==> src/sv/qph_pkg.sv <==
// -----------------------------------------------------------------------------
// qph_pkg
// Types and constants shared by the quadratic probe hash table core.
// -----------------------------------------------------------------------------
package qph_pkg;

   localparam int NW        = 11;
   localparam int KEY_W     = 32;
   localparam int POS_W     = 10;
   localparam int STAT_W    = 3;
   localparam int RSP_W     = 16;
   localparam int DIGIT_W   = 4;
   localparam int DIGITS    = KEY_W / DIGIT_W;
   localparam int DIG_CNT_W = $clog2(DIGITS);
   localparam int ENTRY_W   = KEY_W + 1;

   typedef logic [NW-1:0] slot_type;

   localparam slot_type SIZE_MIN   = slot_type'(3);
   localparam slot_type SIZE_RESET = slot_type'(29);

   localparam logic OPC_FIND   = 1'b0;
   localparam logic OPC_INSERT = 1'b1;

   localparam logic [STAT_W-1:0] STAT_FOUND    = 3'd0;
   localparam logic [STAT_W-1:0] STAT_ABSENT   = 3'd1;
   localparam logic [STAT_W-1:0] STAT_INSERTED = 3'd2;
   localparam logic [STAT_W-1:0] STAT_PRESENT  = 3'd3;
   localparam logic [STAT_W-1:0] STAT_FULL     = 3'd4;

   typedef enum logic [1:0] {
      OP_ADD = 2'd0,
      OP_SUB = 2'd1,
      OP_DIV = 2'd2
   } unit_op_type;

   typedef struct packed {
      unit_op_type          op;
      slot_type             a;
      slot_type             b;
      logic [DIGIT_W-1:0]   digit;
   } unit_cmd_type;

endpackage

==> src/sv/qph_modunit.sv <==
// -----------------------------------------------------------------------------
// qph_modunit
// Shared modular arithmetic unit: add and subtract modulo the table size,
// and a four-bit remainder step for the home slot division.
// -----------------------------------------------------------------------------
module qph_modunit (
   input  qph_pkg::unit_cmd_type cmd,
   input  qph_pkg::slot_type     n,
   output qph_pkg::slot_type     res
);

   logic [qph_pkg::NW:0] sum;
   logic [qph_pkg::NW:0] dif;
   logic [qph_pkg::NW:0] wrap;
   logic [qph_pkg::NW:0] nx;
   logic [qph_pkg::NW:0] t;
   qph_pkg::slot_type    rem;

   always_comb begin
      nx   = {1'b0, n};
      sum  = {1'b0, cmd.a} + {1'b0, cmd.b};
      dif  = {1'b0, cmd.a} - {1'b0, cmd.b};
      wrap = dif + nx;
      rem  = cmd.a;
      t    = '0;
      for (int i = qph_pkg::DIGIT_W - 1; i >= 0; i--) begin
         t = {rem, cmd.digit[i]};
         if (t >= nx) begin
            t = t - nx;
         end
         rem = t[qph_pkg::NW-1:0];
      end
      unique case (cmd.op)
         qph_pkg::OP_ADD: begin
            if (sum >= nx) begin
               res = qph_pkg::slot_type'(sum - nx);
            end else begin
               res = sum[qph_pkg::NW-1:0];
            end
         end
         qph_pkg::OP_SUB: begin
            if (dif[qph_pkg::NW]) begin
               res = wrap[qph_pkg::NW-1:0];
            end else begin
               res = dif[qph_pkg::NW-1:0];
            end
         end
         qph_pkg::OP_DIV: res = rem;
         default:         res = cmd.a;
      endcase
   end

endmodule

==> config.mk <==
export PLATFORM = sky130hd
export DESIGN_NAME = qph_modunit
export DESIGN_NICKNAME = d
export VERILOG_FILES = /design/src/sv/qph_pkg.sv /design/src/sv/qph_modunit.sv
export SDC_FILE = /design/constraint.sdc
export NUM_CORES = 1
export LEC_CHECK = 0
export ABC_AREA = 1
export ABC_CLOCK_PERIOD_IN_PS = 9700
export BUFFER_PORTS_ARGS = -buffer_cell sky130_fd_sc_hd__clkbuf_2
export CORE_MARGIN = 2
export CORE_UTILIZATION = 57
export DETAILED_ROUTE_END_ITERATION = 10
export GPL_TIMING_DRIVEN = 0
export PLACE_DENSITY = 0.77
export SETUP_SLACK_MARGIN = 0.02
export SLEW_MARGIN = 20
export SYNTH_ARGS = -nofsm -noshare
export SYNTH_HDL_FRONTEND = slang
export SYNTH_SLANG_ARGS = --single-unit
==> constraint.sdc <==
create_clock -name vclk -period 9.7
set_clock_uncertainty 0.2 [all_clocks]
set_input_delay 0.485 -clock vclk [all_inputs]
set_output_delay 0.485 -clock vclk [all_outputs]
set_load 0.02 [all_outputs]
Word-level counts from Yosys, hierarchy flattened
Index checks and enable logic that the tools add are counted.
W data, S select, Z words.

word-level totals
  logic and storage cells = 23
  input port bits = 39
  register bits after elaboration = 0
  output and inout bits = 11

cells by class
  reduce and logical (&&, ||, !) cells = 1
  muxes and demuxes = 7
  equal/unequal tests = 2
  add/sub/neg operators = 8
  $lt $le $gt $ge = 5

operator list
  cell                  number
  $mux W11              6
  $ge A12 B11 Y1        5
  $sub A11 B11 Y11      5
  $pmux W11 S3          1
  $add A11 B11 Y12      1
  $sub A11 B11 Y12      1
  $add A11 B11 Y11      1
  $eq A2 B1 Y1 const B  1
  $eq A2 B2 Y1 const B  1
  $logic_not A2 Y1      1

Logic depth before layout (Yosys ltp)
  depth in word-level cells = 9
  gate-level depth with buffers = 49
  gate-level depth less buffers = 48

Worst setup path after synthesis
OpenSTA, ideal clock, no wires.

  kind = input to output
  start point = in cmd[3] (netlist bit)
  end point = out res[6]
  cell stages on the path = 46
  setup slack = 2429 ps
  data arrival time = 6586 ps
  path buffers = 3
  data required time = 9015 ps
  cell sequence = inv_1 -> ha_1 -> fa_1 -> inv_1 -> nand3_1 -> nand3_1 -> nand3_2 -> nand3_4 -> buf_2 -> nor2_1 -> a21oi_1 -> ha_1 -> a21o_1 -> a21boi_0 -> nand3_1 -> nand2_1 -> nand3_4 -> inv_4 -> [... 10 more ...] -> inv_1 -> nand2_2 -> nor2_4 -> nand2_1 -> and2_1 -> inv_1 -> ha_1 -> a21oi_1 -> o21ai_0 -> nand2_1 -> nand3_1 -> o21bai_1 -> a21oi_1 -> nand3_2 -> buf_6 -> nand2_1 -> nand3_1 -> a21oi_1

on the way
  longest elaborated chain between the ends = 9
  elaborated cells on any way between the ends = 13
  those cells by class = add/sub: 4; order compare: 4; mux: 5

ends and longest elaborated chain
  element                                             line                                  text
  from (decl)                                         qph_modunit.sv:7                      input qph_pkg::unit_cmd_type cmd,
  $sub A11 B11 Y11 or $ge A12 B11 Y1 (tied branches)  qph_modunit.sv:29, qph_modunit.sv:28
  $mux W11 (*)                                        qph_modunit.sv:28                     if (t >= nx) begin
  $sub A11 B11 Y11 or $ge A12 B11 Y1 (tied branches)  qph_modunit.sv:29, qph_modunit.sv:28
  $mux W11 (*)                                        qph_modunit.sv:28
  $sub A11 B11 Y11 or $ge A12 B11 Y1 (tied branches)  qph_modunit.sv:29, qph_modunit.sv:28
  $mux W11 (*)                                        qph_modunit.sv:28
  $sub A11 B11 Y11 or $ge A12 B11 Y1 (tied branches)  qph_modunit.sv:29, qph_modunit.sv:28
  $mux W11 (*)                                        qph_modunit.sv:28
  $pmux W11 S3 (*)                                    qph_modunit.sv:33                     unique case (cmd.op)
  to (decl)                                           qph_modunit.sv:9                      output qph_pkg::slot_type res

Mark *: on every way between the ends. The rest lies on a longest branch, timed or not.

Worst setup path in the final report
  start point = in n[1]
  end point = out res[8]

on the way
  longest elaborated chain between the ends = 9
  elaborated cells on any way between the ends = 18
  those cells by class = add/sub: 6; order compare: 5; mux: 7

ends and longest elaborated chain
  element                                             line                                  text
  from (decl)                                         qph_modunit.sv:8                      input qph_pkg::slot_type n,
  $sub A11 B11 Y11 or $ge A12 B11 Y1 (tied branches)  qph_modunit.sv:29, qph_modunit.sv:28
  $mux W11                                            qph_modunit.sv:28
  $sub A11 B11 Y11 or $ge A12 B11 Y1 (tied branches)  qph_modunit.sv:29, qph_modunit.sv:28
  $mux W11                                            qph_modunit.sv:28
  $sub A11 B11 Y11 or $ge A12 B11 Y1 (tied branches)  qph_modunit.sv:29, qph_modunit.sv:28
  $mux W11                                            qph_modunit.sv:28
  $sub A11 B11 Y11 or $ge A12 B11 Y1 (tied branches)  qph_modunit.sv:29, qph_modunit.sv:28
  $mux W11                                            qph_modunit.sv:28
  $pmux W11 S3 (*)                                    qph_modunit.sv:33

Marked as above.

==> metrics.csv <==
stage,metric,value,unit
run_status,status,finished clean,
pwr,Switching Share,63.20,%
min_path,Worst Hold Class,in2out,
drt,vias per cell,5.824,
critical_path,required time worst endpoint,9.02,ns
pwr,Logic pwr share,100.0,%
critical_path,Crit path arrival time,8.19,ns
floorplanning,IO Count,50,
place,gpl congestion,1.025,
critical_path,cell repeated most along the worst path,nand2_1,
pwr,power per cell area,243.7,mW/mm2
drt,final WL,17.06,mm
critical_path,Setup crit end kind,primary output,
critical_path,largest fanout on the critical path,10,
pwr,VDD IR max,0.0002034,V
grt,initial antenna violation count,0,
critical_path,CP startpoint kind,input port,
sta,worst rel slew slack,58.12,%
sta,final hold viol count,0,
job,Max-Cap Viols,0,
sta,final setup fails,0,
finish,number of clock buffers in the layout,0,
pwr,Net Switching,0.0008595,W
finish,area grow syn2layout,7.418,%
finish,Sequential Area,0,um2
sta,fmax,112.7,MHz
drt,routed len/inst,16.33,um
synthesis,syn nets,1021,
synthesis,mean post-synth cell area,5.857,um2
finish,# fillers,883,
floorplanning,site row count,34,
floorplanning,Die Width,99.47,um
pwr,Int Power,0.0005005,W
finish,final cell count without fillers,1045,
pwr,Clock power frac,0,%
pwr,Pleak,3.089,nW
synthesis,sequential area share after synthesis,0,%
drt,Pre-antenna DRT Iters,7,
place,detailed placer's ending HPWL,14.26,mm
finish,"commonest cells after routing, fill and taps aside","nand2_1 (203), inv_1 (143), a21oi_1 (101), ha_1 (87), nor2_1 (63)",
pwr,Seq pwr share,0,%
finish,fraction of layout instances using a drive strength above 1,9.605,%
sta,RSZ-0062 raised after global routing,no,
drt,Routed Antenna Nets,0,
sta,setup_tns,0,ns
clock_tree,"Hold-fix buffers, CTS",0,
grt,vias in the first global route,5564,
sta,Final Max Slew Viols,0,
floorplanning,Core Region,0.008763,mm2
finish,FF+latch count,0,
synthesis,Post-Syn Area,0.005195,mm2
synthesis,Post-Syn Instances,887,
sta,Hold WS,1.257,ns
clock_tree,PostCTS Resize Cnt,0,
critical_path,type of the worst setup path,in2out,
grt,Global Route Usage Sum,34.20,%
grt,first-pass GRT wire length,27.24,mm
finish,"most common cell after layout, fill and taps aside",nand2_1,
sta,Tcrit/Tclk final,91.51,%
floorplanning,Die H,99.47,um
floorplanning,Initial Utilization,59.28,%
floorplanning,die area,0.009893,mm2
finish,n_diodes,0,
sta,fin crit period,8.877,ns
clock_tree,post-CTS setup buffers,0,
finish,Final nets,1073,
drt,Post-route DRC,0,
place,Buffers on Ports,50,
synthesis,Ys Warns,0,
drt,via count,6086,
critical_path,slowest CP cell,inv_1,
grt,largest net degree at the start of global routing,11,
grt,grt ovf,0,
critical_path,Crit path largest cell delay,0.50,ns
sta,Slew @ Worst Pin,0.6275,ns
drt,initial DRC count,354,
place,placed cell count,1045,
synthesis,number of distinct library cells after synthesis,46,
-- cell usage after synthesis, types with 2 or more instances --
library cell	instances	area share (%)
and3_1	2	0.24
a21o_1	4	0.58
o21ai_2	4	0.67
buf_6	3	0.65
a21boi_0	2	0.29
o211ai_1	6	0.87
buf_2	5	0.48
nand4_1	14	1.7
o31ai_1	4	0.58
a21oi_1	101	9.7
o21ai_1	5	0.48
nand3_2	4	0.77
nor2_1	63	4.6
a31oi_1	3	0.36
nand2_1	203	15
inv_1	143	10
a221oi_1	2	0.34
nand2_2	4	0.48
fa_1	8	3.1
o21ai_0	45	4.3
nor2_4	3	0.65
o21bai_1	7	1.0
nand3_1	59	5.7
nand2_4	2	0.43
a31o_2	2	0.34
ha_1	87	21
or2_2	2	0.24
o2111ai_1	4	0.67
nand3_4	3	1.0
and2_1	2	0.24
xnor2_1	21	3.5
nor3_1	13	1.3
inv_2	4	0.29
xor2_1	39	6.6
nand3b_1	3	0.43
-- stage by stage --
step / setup slack (ns) / utilization, % / instance area (um2) / total power, W
finish: 0.8232 / 63.68 / 5580 / 0.001360
global route: 0.1775 / 63.68 / 5580 / 0.001517
CTS: 0.9834 / 63.68 / 5580 / 0.001339
detailed placement: 1.014 / 63.68 / 5580 / 0.001329
global placement: 1.084 / 63.68 / 5580 / 0.001299
floorplan: 2.429 / - / 5195 / 0.001033
-- power by group through the flow --
stage          Clock [W]  Sequential (W)  Combinational, W
6_report               0               0           0.00136
5_1_grt                0               0           0.00152
4_1_cts                0               0           0.00134
3_5_place_dp           0               0           0.00133
3_3_place_gp           0               0           0.00130
2_1_floorplan          0               0           0.00103
-- worst max-delay path: cells and delay by family --
family	cells	cell delay, ns
buf+inv	11	1.94
simple gates	18	1.94
fa+ha+maj	4	1.39
compound gates	13	2.42
-- layer usage --
metal	vias up	global-route usage (%)	wire length [um]
met4	0	12.64	742
li1	3050	-	-
met5	-	0	0
met2	265	57.90	7789
met1	2712	46.30	7253
met3	59	1.195	1277
-- area by class of cell --
class,instances,area [um2],area share [%]
well taps,108,135.1,2.422
repair buffers,50,250.2,4.484
plain buffers,9,62.56,1.121
inverters,149,561.8,10.07
multi-input cells,729,4571,81.91
-- cell families (layout without fill, tap and decap cells) --
family                   Yosys count  after routing  synth area share (%)
buffers and inverters            158            208                 12.02
AND/OR/NAND/NOR                  380            380                 32.71
AO/OA/AOI/OAI                    194            194                 21.12
adder cells (fa/ha/maj)           95             95                 24.04
XOR/XNOR                          60             60                 10.12
-- path summary, 6_finish.rpt --
| check | start | to | slack, ns | cells after the start |
|---|---|---|---|---|
| worst max-delay path | n[1] | res[8] | 0.82 | 46 |
| worst min-delay path | cmd[25] | res[10] | 1.26 | 4 |
Note: power is estimated with default switching activity, not from simulation.
